File: src/rtl/scsba_pkg.sv
// shared types, codes and constants of the size-class slab allocator
`default_nettype none
package scsba_pkg;

    localparam int SLOTS_PER_CLASS_DEF = 1024;
    localparam int NUM_CLASSES         = 3;
    localparam int CFG_ADDR_W          = 4;
    localparam int SLOT_INDEX_W        = 10;

    localparam logic [31:0] MAX_REQ_RESET = 32'd4194304;
    localparam logic [31:0] BASE_RESET    = 32'd0;

    typedef enum logic [1:0] {
        ST_GRANT    = 2'd0,
        ST_FALLBACK = 2'd1,
        ST_REJECT   = 2'd2
    } t_status;

    typedef enum logic [1:0] {
        CLS_8  = 2'd0,
        CLS_16 = 2'd1,
        CLS_32 = 2'd2
    } t_class;

    typedef enum logic [1:0] {
        REG_MAX_REQ = 2'd0,
        REG_BASE8   = 2'd1,
        REG_BASE16  = 2'd2,
        REG_BASE32  = 2'd3
    } t_reg_idx;

    typedef enum logic [0:0] {
        S_IDLE = 1'b0,
        S_SCAN = 1'b1
    } t_state;

    typedef struct packed {
        logic [31:0] max_req;
        logic [31:0] base8;
        logic [31:0] base16;
        logic [31:0] base32;
    } t_cfg;

    typedef struct packed {
        logic    load;
        logic    next_cls;
        logic    emit;
        t_status kind;
    } t_dp_cmd;

    typedef struct packed {
        logic too_large;
        logic fits;
        logic has_free;
        logic last_cls;
        logic out_free;
    } t_dp_sts;

    // log2 of the slot size of a class
    function automatic logic [2:0] class_shift(input t_class cls);
        logic [2:0] sh;
        case (cls)
            CLS_8:   sh = 3'd3;
            CLS_16:  sh = 3'd4;
            CLS_32:  sh = 3'd5;
            default: sh = 3'd5;
        endcase
        return sh;
    endfunction

    function automatic t_class next_class(input t_class cls);
        t_class nx;
        case (cls)
            CLS_8:   nx = CLS_16;
            CLS_16:  nx = CLS_32;
            default: nx = CLS_32;
        endcase
        return nx;
    endfunction

endpackage
`default_nettype wire

File: src/rtl/scsba_cfg.sv
// configuration register file behind the apb-style port
`default_nettype none
module scsba_cfg (
    input  wire logic                             i_clk,
    input  wire logic                             i_rst_n,
    input  wire logic                             psel,
    input  wire logic                             penable,
    input  wire logic                             pwrite,
    input  wire logic [scsba_pkg::CFG_ADDR_W-1:0] paddr,
    input  wire logic [31:0]                      pwdata,
    output logic [31:0]                           prdata,
    output logic                                  pready,
    output scsba_pkg::t_cfg                       o_cfg
);
    import scsba_pkg::*;

    t_cfg     r_cfg;
    t_reg_idx w_idx;
    logic     w_wr;

    assign w_idx  = t_reg_idx'(paddr[3:2]);
    assign pready = 1'b1;
    assign w_wr   = psel && penable && pwrite && pready;
    assign o_cfg  = r_cfg;

    always_ff @(posedge i_clk) begin
        if (!i_rst_n) begin
            r_cfg.max_req <= MAX_REQ_RESET;
            r_cfg.base8   <= BASE_RESET;
            r_cfg.base16  <= BASE_RESET;
            r_cfg.base32  <= BASE_RESET;
        end else if (w_wr) begin
            case (w_idx)
                REG_MAX_REQ: r_cfg.max_req <= pwdata;
                REG_BASE8:   r_cfg.base8   <= pwdata;
                REG_BASE16:  r_cfg.base16  <= pwdata;
                REG_BASE32:  r_cfg.base32  <= pwdata;
                default: begin
                end
            endcase
        end
    end

    always_comb begin
        case (w_idx)
            REG_MAX_REQ: prdata = r_cfg.max_req;
            REG_BASE8:   prdata = r_cfg.base8;
            REG_BASE16:  prdata = r_cfg.base16;
            REG_BASE32:  prdata = r_cfg.base32;
            default:     prdata = 32'd0;
        endcase
    end

endmodule
`default_nettype wire

File: src/rtl/scsba_ctrl.sv
// controller: sequences one request through the slab classes
`default_nettype none
module scsba_ctrl (
    input  wire logic               i_clk,
    input  wire logic               i_rst_n,
    input  wire logic               i_in_valid,
    output logic                    o_in_stall,
    input  wire scsba_pkg::t_dp_sts i_sts,
    output scsba_pkg::t_dp_cmd      o_cmd
);
    import scsba_pkg::*;

    t_state r_state;
    t_state n_state;

    always_ff @(posedge i_clk) begin
        if (!i_rst_n) begin
            r_state <= S_IDLE;
        end else begin
            r_state <= n_state;
        end
    end

    always_comb begin
        n_state        = r_state;
        o_in_stall     = 1'b1;
        o_cmd.load     = 1'b0;
        o_cmd.next_cls = 1'b0;
        o_cmd.emit     = 1'b0;
        o_cmd.kind     = ST_FALLBACK;
        case (r_state)
            S_IDLE: begin
                o_in_stall = 1'b0;
                if (i_in_valid) begin
                    o_cmd.load = 1'b1;
                    n_state    = S_SCAN;
                end
            end
            S_SCAN: begin
                if (i_sts.too_large) begin
                    o_cmd.kind = ST_REJECT;
                    if (i_sts.out_free) begin
                        o_cmd.emit = 1'b1;
                        n_state    = S_IDLE;
                    end
                end else if (i_sts.fits && i_sts.has_free) begin
                    o_cmd.kind = ST_GRANT;
                    if (i_sts.out_free) begin
                        o_cmd.emit = 1'b1;
                        n_state    = S_IDLE;
                    end
                end else if (i_sts.last_cls) begin
                    o_cmd.kind = ST_FALLBACK;
                    if (i_sts.out_free) begin
                        o_cmd.emit = 1'b1;
                        n_state    = S_IDLE;
                    end
                end else begin
                    o_cmd.next_cls = 1'b1;
                end
            end
            default: begin
                n_state = S_IDLE;
            end
        endcase
    end

endmodule
`default_nettype wire

File: src/rtl/scsba_dp.sv
// datapath: request register, per-class fill counts, address and result registers
`default_nettype none
module scsba_dp #(
    parameter int SLOTS_PER_CLASS = scsba_pkg::SLOTS_PER_CLASS_DEF
) (
    input  wire logic                               i_clk,
    input  wire logic                               i_rst_n,
    input  wire scsba_pkg::t_cfg                    i_cfg,
    input  wire logic [31:0]                        i_request_bytes,
    input  wire scsba_pkg::t_dp_cmd                 i_cmd,
    output scsba_pkg::t_dp_sts                      o_sts,
    input  wire logic                               i_out_stall,
    output logic                                    o_out_valid,
    output logic [1:0]                              o_status,
    output logic [1:0]                              o_size_class,
    output logic [scsba_pkg::SLOT_INDEX_W-1:0]      o_slot_index,
    output logic [31:0]                             o_slot_address
);
    import scsba_pkg::*;

    localparam int CW = $clog2(SLOTS_PER_CLASS + 1);

    // first-free over a never-freed bitmap always hands out slots in index
    // order, so the used slots of a class are exactly 0 .. count-1
    logic [CW-1:0] r_cnt [NUM_CLASSES];
    logic [31:0]   r_req;
    t_class        r_cls;
    logic          r_out_valid;
    logic [1:0]    r_status;
    logic [1:0]    r_size_class;
    logic [SLOT_INDEX_W-1:0] r_slot_index;
    logic [31:0]   r_slot_address;

    logic [CW-1:0] w_cnt_sel;
    logic [31:0]   w_base_sel;
    logic [31:0]   w_idx32;
    logic [31:0]   w_slot_bytes;
    logic [31:0]   w_addr;
    logic          w_grant;

    always_comb begin
        case (r_cls)
            CLS_8: begin
                w_cnt_sel  = r_cnt[0];
                w_base_sel = i_cfg.base8;
            end
            CLS_16: begin
                w_cnt_sel  = r_cnt[1];
                w_base_sel = i_cfg.base16;
            end
            default: begin
                w_cnt_sel  = r_cnt[2];
                w_base_sel = i_cfg.base32;
            end
        endcase
    end

    assign w_idx32      = {{(32-CW){1'b0}}, w_cnt_sel};
    assign w_slot_bytes = 32'd1 << class_shift(r_cls);
    assign w_addr       = w_base_sel + (w_idx32 << class_shift(r_cls));
    assign w_grant      = i_cmd.emit && (i_cmd.kind == ST_GRANT);

    assign o_sts.too_large = r_req > i_cfg.max_req;
    assign o_sts.fits      = r_req <= w_slot_bytes;
    assign o_sts.has_free  = w_cnt_sel != CW'(SLOTS_PER_CLASS);
    assign o_sts.last_cls  = r_cls == CLS_32;
    assign o_sts.out_free  = !r_out_valid || !i_out_stall;

    always_ff @(posedge i_clk) begin
        if (i_cmd.load) begin
            r_req <= i_request_bytes;
        end
    end

    always_ff @(posedge i_clk) begin
        if (!i_rst_n) begin
            r_cls <= CLS_8;
            for (int k = 0; k < NUM_CLASSES; k++) begin
                r_cnt[k] <= '0;
            end
        end else begin
            if (i_cmd.load) begin
                r_cls <= CLS_8;
            end else if (i_cmd.next_cls) begin
                r_cls <= next_class(r_cls);
            end
            if (w_grant) begin
                for (int k = 0; k < NUM_CLASSES; k++) begin
                    if (r_cls == t_class'(2'(k))) begin
                        r_cnt[k] <= r_cnt[k] + CW'(1);
                    end
                end
            end
        end
    end

    always_ff @(posedge i_clk) begin
        if (!i_rst_n) begin
            r_out_valid <= 1'b0;
        end else if (i_cmd.emit) begin
            r_out_valid <= 1'b1;
        end else if (!i_out_stall) begin
            r_out_valid <= 1'b0;
        end
    end

    always_ff @(posedge i_clk) begin
        if (i_cmd.emit) begin
            r_status <= i_cmd.kind;
            if (w_grant) begin
                r_size_class   <= r_cls;
                r_slot_index   <= w_idx32[SLOT_INDEX_W-1:0];
                r_slot_address <= w_addr;
            end else begin
                r_size_class   <= 2'd0;
                r_slot_index   <= '0;
                r_slot_address <= 32'd0;
            end
        end
    end

    assign o_out_valid    = r_out_valid;
    assign o_status       = r_status;
    assign o_size_class   = r_size_class;
    assign o_slot_index   = r_slot_index;
    assign o_slot_address = r_slot_address;

    a_emit_room: assert property (@(posedge i_clk) disable iff (!i_rst_n)
        i_cmd.emit |-> o_sts.out_free)
        else $error("result written while the output register still holds one");

    a_grant_ok: assert property (@(posedge i_clk) disable iff (!i_rst_n)
        w_grant |-> (o_sts.fits && o_sts.has_free && !o_sts.too_large))
        else $error("slot granted from a class that does not fit or is full");

    a_cnt8_step: assert property (@(posedge i_clk) disable iff (!i_rst_n)
        (w_grant && r_cls == CLS_8) |=> r_cnt[0] == $past(r_cnt[0]) + CW'(1))
        else $error("8-byte fill count did not advance on a grant");

    a_cnt_bound: assert property (@(posedge i_clk) disable iff (!i_rst_n)
        (r_cnt[0] <= CW'(SLOTS_PER_CLASS)) && (r_cnt[1] <= CW'(SLOTS_PER_CLASS))
        && (r_cnt[2] <= CW'(SLOTS_PER_CLASS)))
        else $error("fill count ran past the class size");

endmodule
`default_nettype wire

File: src/rtl/size_class_slab_bitmap_allocator.sv
// top level of the size-class slab allocator
//
//  channel   direction  handshake                    payload
//  request   in         i_in_valid / o_in_stall      i_request_bytes
//  result    out        o_out_valid / i_out_stall    o_status o_size_class o_slot_index
//                                                    o_slot_address
//  config    in         psel penable pwrite pready   paddr pwdata prdata
//
// an item is taken when idle, then the class sequencer checks one slab class per
// cycle until a class grants or the search ends, then the result is registered and the
// next item can be taken the cycle after; the input is stalled while a class is checked
// each class keeps a fill count that reset clears at once; there is no clearing pass
// a result waiting on i_out_stall does not block acceptance of the next item; that
// item's result is held back until the output register frees
`default_nettype none
module size_class_slab_bitmap_allocator #(
    parameter int SLOTS_PER_CLASS = scsba_pkg::SLOTS_PER_CLASS_DEF
) (
    input  wire logic                             i_clk,
    input  wire logic                             i_rst_n,
    input  wire logic                             i_in_valid,
    output logic                                  o_in_stall,
    input  wire logic [31:0]                      i_request_bytes,
    output logic                                  o_out_valid,
    input  wire logic                             i_out_stall,
    output logic [1:0]                            o_status,
    output logic [1:0]                            o_size_class,
    output logic [scsba_pkg::SLOT_INDEX_W-1:0]    o_slot_index,
    output logic [31:0]                           o_slot_address,
    input  wire logic                             psel,
    input  wire logic                             penable,
    input  wire logic                             pwrite,
    input  wire logic [scsba_pkg::CFG_ADDR_W-1:0] paddr,
    input  wire logic [31:0]                      pwdata,
    output logic [31:0]                           prdata,
    output logic                                  pready
);
    import scsba_pkg::*;

    t_cfg    w_cfg;
    t_dp_cmd w_cmd;
    t_dp_sts w_sts;

    scsba_cfg u_cfg (
        .i_clk   (i_clk),
        .i_rst_n (i_rst_n),
        .psel    (psel),
        .penable (penable),
        .pwrite  (pwrite),
        .paddr   (paddr),
        .pwdata  (pwdata),
        .prdata  (prdata),
        .pready  (pready),
        .o_cfg   (w_cfg)
    );

    scsba_ctrl u_ctrl (
        .i_clk      (i_clk),
        .i_rst_n    (i_rst_n),
        .i_in_valid (i_in_valid),
        .o_in_stall (o_in_stall),
        .i_sts      (w_sts),
        .o_cmd      (w_cmd)
    );

    scsba_dp #(
        .SLOTS_PER_CLASS (SLOTS_PER_CLASS)
    ) u_dp (
        .i_clk           (i_clk),
        .i_rst_n         (i_rst_n),
        .i_cfg           (w_cfg),
        .i_request_bytes (i_request_bytes),
        .i_cmd           (w_cmd),
        .o_sts           (w_sts),
        .i_out_stall     (i_out_stall),
        .o_out_valid     (o_out_valid),
        .o_status        (o_status),
        .o_size_class    (o_size_class),
        .o_slot_index    (o_slot_index),
        .o_slot_address  (o_slot_address)
    );

endmodule
`default_nettype wire

File: config.mk
export PLATFORM = sky130hd
export DESIGN_NAME = size_class_slab_bitmap_allocator
export DESIGN_NICKNAME = d
export VERILOG_FILES = /design/src/rtl/scsba_pkg.sv /design/src/rtl/scsba_cfg.sv /design/src/rtl/scsba_ctrl.sv /design/src/rtl/scsba_dp.sv /design/src/rtl/size_class_slab_bitmap_allocator.sv
export SDC_FILE = /design/constraint.sdc
export NUM_CORES = 1
export LEC_CHECK = 0
export ABC_AREA = 1
export BUFFER_PORTS_ARGS = -buffer_cell sky130_fd_sc_hd__buf_2
export CAP_MARGIN = 10
export CORE_MARGIN = 1
export CORE_UTILIZATION = 34
export CTS_CLUSTER_DIAMETER = 80
export CTS_CLUSTER_SIZE = 24
export DETAILED_ROUTE_END_ITERATION = 16
export PLACE_DENSITY = 0.53
export SYNTH_ARGS = -nofsm -noshare
export SYNTH_HDL_FRONTEND = slang
export SYNTH_SLANG_ARGS = --single-unit
File: constraint.sdc
create_clock -name i_clk -period 6.41 [get_ports i_clk]
set_input_delay 0.641 -clock i_clk [delete_from_list [all_inputs] [get_ports i_clk]]
set_output_delay 0.641 -clock i_clk [all_outputs]
set_load 0.03 [all_outputs]
Word level (Yosys, flattened, before mapping)
Memories as Yosys holds them, arrays and structs flattened.
Cells that the tools add are included.
{ "word_totals": {"out_inout_bits": 81, "register_bits": 210, "n_memories": 1, "ram_bits": 33, "rom_bits": 0, "word_cells": 87, "latch_bits": 0} }
{ "op_classes": {"n_lt_le_gt_ge": 2, "div_mod_pow": 0, "bitwise_logic": 5, "n_shift": 2, "reduce_logical": 15, "muxes": 39, "addsub": 4, "n_mul": 0, "eq_ne": 7} }
{ "mem_list": {"columns": ["name", "words", "word_bits", "read_ports", "rd_ports_with_merged_regs", "wr", "line", "source"], "rows": [
  ["u_dp.r_cnt", 3, 11, 3, 0, 3, "scsba_dp.sv:25", "logic [CW-1:0] r_cnt [NUM_CLASSES];"]
]} }
{ "op_table": {"columns": ["cell", "n"], "rows": [
  ["$pmux W32 S4", 1],
  ["$pmux W32 S2", 1],
  ["$add A11 B1 Y11 const B", 3],
  ["$mux W11", 3],
  ["$add A32 B32 Y32", 1],
  ["$gt A32 B32 Y1", 1],
  ["$le A32 B32 Y1", 1],
  ["$shl A1 B3 Y32 const A", 1],
  ["$shl A11 B3 Y32", 1],
  ["$mux W1", 26],
  ["$pmux W11 S2", 1],
  ["$ne A11 B11 Y1 const B", 1],
  ["$mux W3", 3],
  ["$reduce_and A2 Y1", 4],
  ["$eq A2 B2 Y1 const B", 3],
  ["$logic_not A2 Y1", 3],
  ["$pmux W3 S2", 1],
  ["$eq A2 B1 Y1 const B", 2],
  ["$logic_and A1 B1 Y1", 4],
  ["$mux W4", 1],
  ["$or A1 B1 Y1", 3],
  ["$logic_not A1 Y1", 2],
  ["$mux W2", 1],
  ["$ne A2 B1 Y1 const B", 1],
  ["other kinds (4)", 5]
]} }

Longest topological paths before layout
Gate-level depths: netlist of the first run.
{ "logic_depth": {"word_depth": 14, "mapped_depth": 22} }

Modules after synthesis
Synthesis of the first run repeated with hierarchy kept, for this count alone.
{ "hier_totals": {"hier_cells": 1963, "hier_area_um2": 14247.4} }
{ "by_module_without_submodules": {"columns": ["module", "area_per_inst_um2", "n_inst", "cells_each"], "rows": [
  ["scsba_dp", 8159.1, 1, 1030],
  ["scsba_cfg", 5992.0, 1, 914],
  ["scsba_ctrl", 96.3, 1, 19]
]} }

Worst setup path before layout of the first run
Ideal clock, no wire load.
{ "synth_path": {"path_kind": "register to register", "from": "register u_dp.r_cls[1]", "to": "register u_dp.r_size_class[0] (netlist: u_dp.o_size_class[0]) (enable)", "stages_incl_launch_ff": 16, "path_slack_ns": 2.980, "setup_time_ns": 0.400, "t_arrival_ns": 3.029, "t_required_ns": 6.010, "period_less_slack_ns": 3.430, "n_path_buf": 3, "cell_sequence": "dfxtp_1 inv_2 buf_2 nand2_1 buf_2 clkbuf_1 ha_1 a21oi_1 o21ai_0 nand2_1 nand3_1 nand2_1 a21oi_1 nand2_1 nand3_1 inv_1"} }
{ "synth_rtl": {"columns": ["item", "line", "source"], "rows": [
  ["from (decl)", "scsba_dp.sv:27", "t_class r_cls;"],
  ["from (signal assigned)", "scsba_dp.sv:85", "r_cls <= next_class(r_cls);"],
  ["to (signal assigned)", "scsba_dp.sv:111", "r_size_class <= r_cls;"],
  ["to (decl)", "scsba_dp.sv:30", "logic [1:0] r_size_class;"]
]} }

Worst setup path after layout of the first run
{ "layout_path": {"from": "register u_dp.r_cls[1]", "to": "register u_dp.r_slot_address[27] (netlist: u_dp.o_slot_address[27]) (data pin)"} }
{ "layout_via": {"elab_chain_cells": 10, "word_cells_on_any_way": 18, "classes_between": "add/sub: 1; order compare: 1; eq/ne: 3; shift: 2; mux: 7; reduce/logical: 4"} }
{ "layout_lines": {"columns": ["item", "line", "source"], "rows": [
  ["$eq A2 B1 Y1 or $logic_not A2 Y1 (tied branches)", "scsba_pkg.sv:62, scsba_dp.sv:42", null],
  ["$pmux W3 S2", "scsba_pkg.sv:62", "case (cls)"],
  ["$shl A1 B3 Y32", "scsba_dp.sv:59", "assign w_slot_bytes = 32'd1 << class_shift(r_cls);"],
  ["$le A32 B32 Y1", "scsba_dp.sv:64", "assign o_sts.fits = r_req <= w_slot_bytes;"],
  ["$logic_and A1 B1 Y1", "scsba_ctrl.sv:46", "end else if (i_sts.fits && i_sts.has_free) begin"],
  ["$mux W3", "scsba_ctrl.sv:46", null],
  ["$mux W3", "scsba_ctrl.sv:40", "if (i_sts.too_large) begin"],
  ["$mux W4", "scsba_ctrl.sv:31", "case (r_state)"],
  ["$logic_not A2 Y1", "scsba_dp.sv:61", "assign w_grant = i_cmd.emit && (i_cmd.kind == ST_GRANT);"],
  ["$logic_and A1 B1 Y1", "scsba_dp.sv:61", null],
  ["to (signal assigned)", "scsba_dp.sv:113", "r_slot_address <= w_addr;"],
  ["to (decl)", "scsba_dp.sv:32", "logic [31:0] r_slot_address;"]
]} }
Several ways; a longest one is shown, not always the timed one.
A chain may end at the register's enable or synchronous reset.

==> summary.md, run 1 <==
| Metric | Value |
|---|---|
| Placed Area | `14170 sq um` |
| CP startpoint kind | `flop` |
| Final cell count without fillers | `2291` |
| Largest net degree at the start of global routing | `slightly below 80` |
| FP Rows | `71` |
| Clk sinks | `243` |
| Utilization after layout | `0.3946` |
| VDD IR-drop max | `0.1474 mV` |
| Final instance area | `14830 sq um` |
| RSZ-0062 raised after global routing | `false` |
| Synth top area share | `0.2579` |
| Hold depth | `1` |
| Comb pwr share | `0.129` |
| Worst Skew | `0.02449 ns` |
| Synthesis-to-finish area growth | `14.74%` |
| DIE HEIGHT | `197.0 microns` |
| Lkg Pwr | `6.119 nW` |
| Class of the worst hold path | `input port to flop` |
| #FFs+latches synth | `approximately 240` |
| Residual DRC | `0` |
| Psw | `1.025 mW` |
| Hold_ws | `0.2846 ns` |
| Main synth FF type | `dfxtp_1` |
| Sw Ratio | `0.2952` |
| # H-tree levels | `1` |
| Die Span X | `roughly 200 microns` |
| Total track usage | `0.2012` |
| R2R cell count | `18` |
| HPWL Detailed | `27570 microns` |
| Pwr per Cell Area | `234.3 nW/um^2` |
| Num CTS Buffers | `19` |
| Initial Util | `0.3439` |
| Count leader, synth | `nor2_1` |
| Clk pin slew, worst setup/hold paths | `0.09 ns` |
| Largest cells by area after synthesis | `edfxtp_1 (26%), dfxtp_1 (20%), nor2_1 (8.8%), nand2_1 (6.7%), o21ai_0 (6.6%)` |
| Final period util | `0.6170` |
| Proportion of power drawn by the clock network | `0.377` |
| Iteration-0 DRC Markers | `949` |
| Syn. warnings | `0` |
| # diodes | `0` |
| Slew margin rel. | `0.3016` |
| Core box area | `between 30000 and 40000 sq um` |
| Final Hold Fails | `0` |
| Final worst setup slack | `~2.5 ns` |
| Crit path DAT | `roughly 4.2 ns` |
| WP depth | `18` |
| Cell taking the most area after synthesis | `edfxtp_1` |
| IO Pins | `~160` |
| Mean area per synthesized cell | `7.828 sq um` |
| Port Buffers | `between 150 and 200` |
| Drt wl/cell | `17.11 microns` |
| Post-route ant nets | `0` |
| Die area | `38800 sq um` |
| Status | `complete, no violations` |
| CP max stage delay | `0.60 ns` |
| CP Data Required Time | `about 6.7 ns` |
| PnR Total Power | `roughly 3.5 mW` |
| Slowest cell on the critical path | `nand2_1` |
| Max Slew Vio Count | `0` |
| Crit path time final | `3.955 ns` |
| Hold-fix buffers, CTS | `0` |
| Worst Tran Pin Value | `between 1 and 1.5 ns` |
| Root buffer cell | `clkbuf_16` |
| Grt total ovfl | `0` |
| Layout fillers | `3901` |
| Worst-path fanout max | `15` |
| WS Path Type | `flop to flop` |
| Nets | `1902` |
| Worst-Skew Late Latency | `0.53 ns` |
| Synth Cell Area | `12920 sq um` |
| RD Place Congestion | `0.8471` |
| Share of layout cells above drive strength 1 | `0.1298` |
| WP buf/inv | `3` |
| Worst setup EP type | `flop` |
| Asr flop ratio synth | `0` |
| CTS max path bufs | `3` |
| Number of flops mapped to enable cells by yosys | `111` |
| Seq/Total Area, Yosys | `0.4624` |
| Internal cell power | `2.449 mW` |
| Post-synthesis instance total | `1651` |
| Top post-synthesis cells by count | `nor2_1 (303), nand2_1 (230), o21ai_0 (170)` |
| Post-Place Worst Slack | `2.499 ns` |
| Via density | `4.948` |
| Crit-path most repeated cell | `nand2_1` |
| MaxCap Viol Count | `0` |
| Setup TNS | `0 ns` |
| DRT Wirelength | `39210 microns` |
| Max Freq | `0.2529 GHz` |
| Crit path max-delay family | `simple AND/OR/NAND/NOR gates` |
| Placed Cells incl. Taps | `approximately 2300` |
| CP Cell Sequence | `inv_2 -> nand2_1 -> buf_4 -> buf_4 -> o22ai_1 -> nor2_1 -> ha_1 -> nand2_1 -> a21oi_1 -> nor2_1 -> nand2_1 -> nand3_1 -> nand2_1 -> nand2_1 -> nand2_1 -> nand3_1 -> nor2_1 -> nor3_1` |
| Seq pwr share | `0.494` |
| Post-synth cell types | `43` |
| Pre-Repair DR Iteration Count | `5` |
| Via count of the first global-routing pass | `about 11000` |
| Final setup violation count | `0` |
| Via count | `roughly 11000` |
| Post-CTS Resized | `0` |
| Post-CTS Setup Bufs | `0` |
| Initial antenna violation count | `3` |
| CTS tree | `yes` |
| First-pass GRT wire length | `approximately 61000 microns` |
## cell families (layout without fill, tap and decap cells)
kind of cell             Yosys count  count (layout)  share of synthesized area
other                              2               9                  0.0005811
buffers and inverters            256             378                    0.07794
XOR/XNOR                          39              39                    0.02643
AO/OA/AOI/OAI                    363             363                     0.1539
adder cells (fa/ha/maj)           59              59                    0.05770
flip-flops                       243             243                     0.4624
AND/OR/NAND/NOR                  689             689                     0.2210
## worst reg2reg max path, cell delays in order, from the launching register on
cell and delay (ns):
dfxtp_1 0.33, inv_2 0.25, nand2_1 0.60, buf_4 0.42, buf_4 0.20, o22ai_1 0.14, nor2_1 0.07, ha_1 0.36
nand2_1 0.10, a21oi_1 0.14, nor2_1 0.05, nand2_1 0.12, nand3_1 0.08, nand2_1 0.12, nand2_1 0.08, nand2_1 0.29
nand3_1 0.15, nor2_1 0.11, nor3_1 0.06
## cell usage in the layout (no fill, tap or decap), types with 6 or more instances in the layout
| master | Yosys | final |
|---|---|---|
| xor2_1 | 33 | 33 |
| nor2_1 | 303 | 300 |
| nand4_1 | 16 | 16 |
| ha_1 | 58 | 58 |
| nor2_2 | 11 | 13 |
| o22ai_1 | 20 | 20 |
| clkbuf_16 | 0 | 19 |
| a221oi_1 | 12 | 12 |
| edfxtp_1 | 111 | 111 |
| or2_2 | 6 | 6 |
| inv_1 | 169 | 167 |
| o2111ai_1 | 7 | 7 |
| a22oi_1 | 11 | 11 |
| dfxtp_1 | 132 | 132 |
| and3_1 | 7 | 7 |
| o21ai_0 | 170 | 170 |
| nand2_1 | 230 | 229 |
| conb_1 | 2 | 9 |
| buf_2 | 13 | 152 |
| nand3_1 | 45 | 45 |
| buf_4 | 4 | 15 |
| inv_2 | 5 | 7 |
| a21oi_1 | 120 | 120 |
| nor3_1 | 63 | 63 |
| xnor2_1 | 6 | 6 |
## state kept, by name, indices dropped and copies added, names as in the netlist
register	cells
u_cfg.o_cfg	128
u_dp.o_out_valid	1
u_ctrl.r_state	1
u_dp.r_cls	2
u_dp.o_status	2
u_dp.o_size_class	2
u_dp.r_req	32
u_dp.o_slot_index	10
u_dp.o_slot_address	32
u_dp.r_cnt	33
## path summary, 6_finish.rpt
path | endpoint | slack [ns] | from
worst min-delay path | u_dp.r_req[29] | 0.28 | i_request_bytes[29]
worst max register to register | u_dp.o_slot_address[27] | 2.46 | u_dp.r_cls[1]
worst min register to register | u_cfg.o_cfg[19] | 0.47 | u_cfg.o_cfg[19]
worst max-delay path | u_dp.o_slot_address[27] | 2.46 | u_dp.r_cls[1]
## routing by layer
metal,share of wire,track usage
met1,0.47,0.2815
met2,0.45,0.3229
met3,0.057,0.02704
met4,0.024,0.05828
met5,0.00064,0
## power by group through the flow
| stage | sequential, mW | combinational, mW | clock [mW] |
|---|---|---|---|
| 6_report | 1.71 | 0.449 | 1.31 |
| 2_1_floorplan | 1.78 | 0.253 | 0 |
| 4_1_cts | 1.71 | 0.449 | 1.35 |
| 3_5_place_dp | 1.75 | 0.447 | 0 |
| 3_3_place_gp | 1.75 | 0.444 | 0 |
| 5_1_grt | 1.72 | 0.499 | 1.40 |
## final cells by class
class,count,area [sq um],area share
flip-flops and latches,243,5976,0.4030
repair buffers,168,893.4,0.06025
clock buffers,20,479.2,0.03232
multi-input cells,1159,5995,0.4043
clock inverters,13,181.4,0.01224
well taps,511,639.4,0.04312
inverters,177,664.4,0.04481
(Power assumes the default switching activity.)
==> run 2, diff against run 1 <==
==> constraint.sdc (replaced) <==
create_clock -name i_clk -period 3.7 [get_ports i_clk]
set_input_delay 0.37 -clock i_clk [delete_from_list [all_inputs] [get_ports i_clk]]
set_output_delay 0.37 -clock i_clk [all_outputs]
set_load 0.03 [all_outputs]
==> summary.md, run 2 (same netlist as run 1, synthesis figures left out) <==
| Metric | Value |
|---|---|
| WHS Endpoint | `u_dp.r_req[9]` |
| FP Rows | `71 (unchanged)` |
| Placed Cells incl. Taps | `2274 (+0.71%)` |
| Slowest cell on the critical path | `dfxtp_1` |
| Initial Util | `0.3439 (unchanged)` |
| Crit-path most repeated cell | `nand2_1` |
| CTS tree | `yes` |
| Largest register FFs | `128 (unchanged)` |
| Final period util | `0.8999 (+0.2829)` |
| Via density | `4.979 (+0.63%)` |
| DIE HEIGHT | `197.0 microns (unchanged)` |
| MaxCap Viol Count | `0 (unchanged)` |
| Grt total ovfl | `0 (unchanged)` |
| Crit path time final | `3.330 ns (-0.6251 ns)` |
| Via count of the first global-routing pass | `10752 (-0.14%)` |
| Post-CTS Setup Bufs | `0 (unchanged)` |
| Drt wl/cell | `16.87 microns (-1.4%)` |
| Iteration-0 DRC Markers | `850 (-10%)` |
| CP Cell Sequence | `inv_2 -> nor2_4 -> nand2_1 -> and3_1 -> ha_1 -> a21oi_1 -> o21ai_0 -> a21oi_1 -> nand2_1 -> nand2_1 -> nand2_1 -> nand2_1 -> nor2_1 -> nor3_1` |
| CP startpoint kind | `flop` |
| CP max stage delay | `0.52 ns (-0.08 ns)` |
| Largest net degree at the start of global routing | `67 (-14%)` |
| Worst Skew | `0.01856 ns (-0.005927 ns)` |
| Final instance area | `14880 sq um (+0.37%)` |
| Total track usage | `0.1979 (-0.003339)` |
| Crit path max-delay family | `simple AND/OR/NAND/NOR gates` |
| FF/Latch Area | `5976 sq um (unchanged)` |
| Hold depth | `1 (unchanged)` |
| Port Buffers | `152 (unchanged)` |
| Pwr per Cell Area | `388.8 nW/um^2 (+66%)` |
| Num CTS Buffers | `17 (-2)` |
| Share of layout cells above drive strength 1 | `0.1334 (+0.003595)` |
| Layout fillers | `3913 (+0.31%)` |
| Max Freq | `0.3003 GHz (+19%)` |
| Multi-input gate area | `5989 sq um (about the same)` |
| Placed Area | `14320 sq um (+1.1%)` |
| Post-CTS Resized | `0 (unchanged)` |
| Worst-Skew Late Latency | `0.51 ns (-0.02 ns)` |
| Via count | `11466 (+1.2%)` |
| Setup TNS | `0 ns (unchanged)` |
| Worst setup EP type | `flop` |
| Die area | `38800 sq um (unchanged)` |
| Worst r2r src | `u_dp.r_cls[0]` |
| Synthesis-to-finish area growth | `15.16%` |
| Worst Tran Pin Value | `0.9354 ns (-0.1057 ns)` |
| Final Hold Fails | `0 (unchanged)` |
| CP Data Required Time | `4.02 ns (-2.63 ns)` |
| Status | `complete, no violations` |
| Lkg Pwr | `6.171 nW (+0.85%)` |
| RSZ-0062 raised after global routing | `false` |
| DRT Wirelength | `38850 microns (-0.91%)` |
| Residual DRC | `0 (unchanged)` |
| WS Path Type | `flop to flop` |
| Hold path start | `i_request_bytes[9]` |
| Final setup violation count | `0 (unchanged)` |
| Hold-fix buffers, CTS | `0 (unchanged)` |
| Commonest non-fill, non-tap cells in the layout | `nor2_1 (301), nand2_1 (230), o21ai_0 (170)` |
| Crit path DAT | `3.65 ns (-0.54 ns)` |
| RD Place Congestion | `0.8741 (+3.2%)` |
| Slew margin rel. | `0.3749 (+0.07328)` |
| Class of the worst hold path | `input port to flop` |
| Clk sinks | `243 (unchanged)` |
| Post-route ant nets | `0 (unchanged)` |
| Reg-to-reg slack, setup | `0.37 ns (-2.08 ns)` |
| Clk pin slew, worst setup/hold paths | `0.09 ns (about the same)` |
| Crit. Startpoint | `u_dp.r_cls[0]` |
| HPWL Detailed | `28060 microns (+1.8%)` |
| IO Pins | `156 (unchanged)` |
| Core box area | `37580 sq um (unchanged)` |
| Pre-Repair DR Iteration Count | `5 (unchanged)` |
| # diodes | `0 (unchanged)` |
| Initial antenna violation count | `0 (-3)` |
| R2r endpoint | `u_dp.o_slot_address[29]` |
| CTS max path bufs | `3 (unchanged)` |
| R2R cell count | `14 (-4)` |
| PnR Total Power | `5.787 mW (+67%)` |
| WP buf/inv | `1 (-2)` |
| Root buffer cell | `clkbuf_16` |
| Die Span X | `197.0 microns (unchanged)` |
| Final cell count without fillers | `2303 (+0.52%)` |
| Nets | `1916 (+0.74%)` |
| Most common cell after layout, fill and taps aside | `nor2_1` |
| # H-tree levels | `1 (unchanged)` |
| Max Slew Vio Count | `0 (unchanged)` |
| First-pass GRT wire length | `60330 microns (-0.30%)` |
| VDD IR-drop max | `0.3063 mV (+110%)` |
| Worst-path fanout max | `14 (-1)` |
[run 2: layout make-up]
| cell class | instances | area share |
|---|---|---|
| well taps | 511 | 0.04296 |
| clock inverters | 11 | 0.008323 |
| flip-flops and latches | 243 | 0.4015 |
| inverters | 177 | 0.04464 |
| multi-input cells | 1159 | 0.4024 |
| repair buffers | 184 | 0.07062 |
| clock buffers | 18 | 0.02951 |
[run 2: power breakdown]
| part | total [mW] | switching (mW) | internal (mW) | leakage [nW] |
|---|---|---|---|---|
| clock | 2.03 | 1.05 | 0.977 | 0.279 |
| sequential | 2.97 | 0.0553 | 2.91 | 2.14 |
| combinational | 0.793 | 0.551 | 0.242 | 3.75 |
[run 2: worst max path at each step]
stage,to,slack (ns),cells past startpoint
floorplan,u_dp.o_size_class[0],0.27,15
global placement,u_dp.o_slot_address[23],0.52,14
detailed placement,u_dp.o_slot_address[21],0.47,13
CTS,u_dp.o_slot_address[29],0.46,14
global route,u_dp.o_slot_address[21],0.07,13
finish,u_dp.o_slot_address[29],0.37,14
[run 2: per-stage QoR]
step	setup WS (ns)	hold slack, ns	utilization
after floorplan	0.2703	0.4388	-
after detailed placement	0.4710	0.4574	0.3811
after CTS	0.4591	0.005229	0.3961
after global placement	0.5246	0.4509	0.3811
final	0.3704	0.02857	0.3961
after global routing	0.06936	0.005340	0.3961
[run 2: metal layers]
layer / part of all wire / global-route usage / routed length, microns
met1: 0.48 / 0.2802 / 18590
met2: 0.45 / 0.3192 / 17410
met3: 0.052 / 0.02413 / 2023
met4: 0.021 / 0.04852 / 819
met5: 0 / 0 / 0
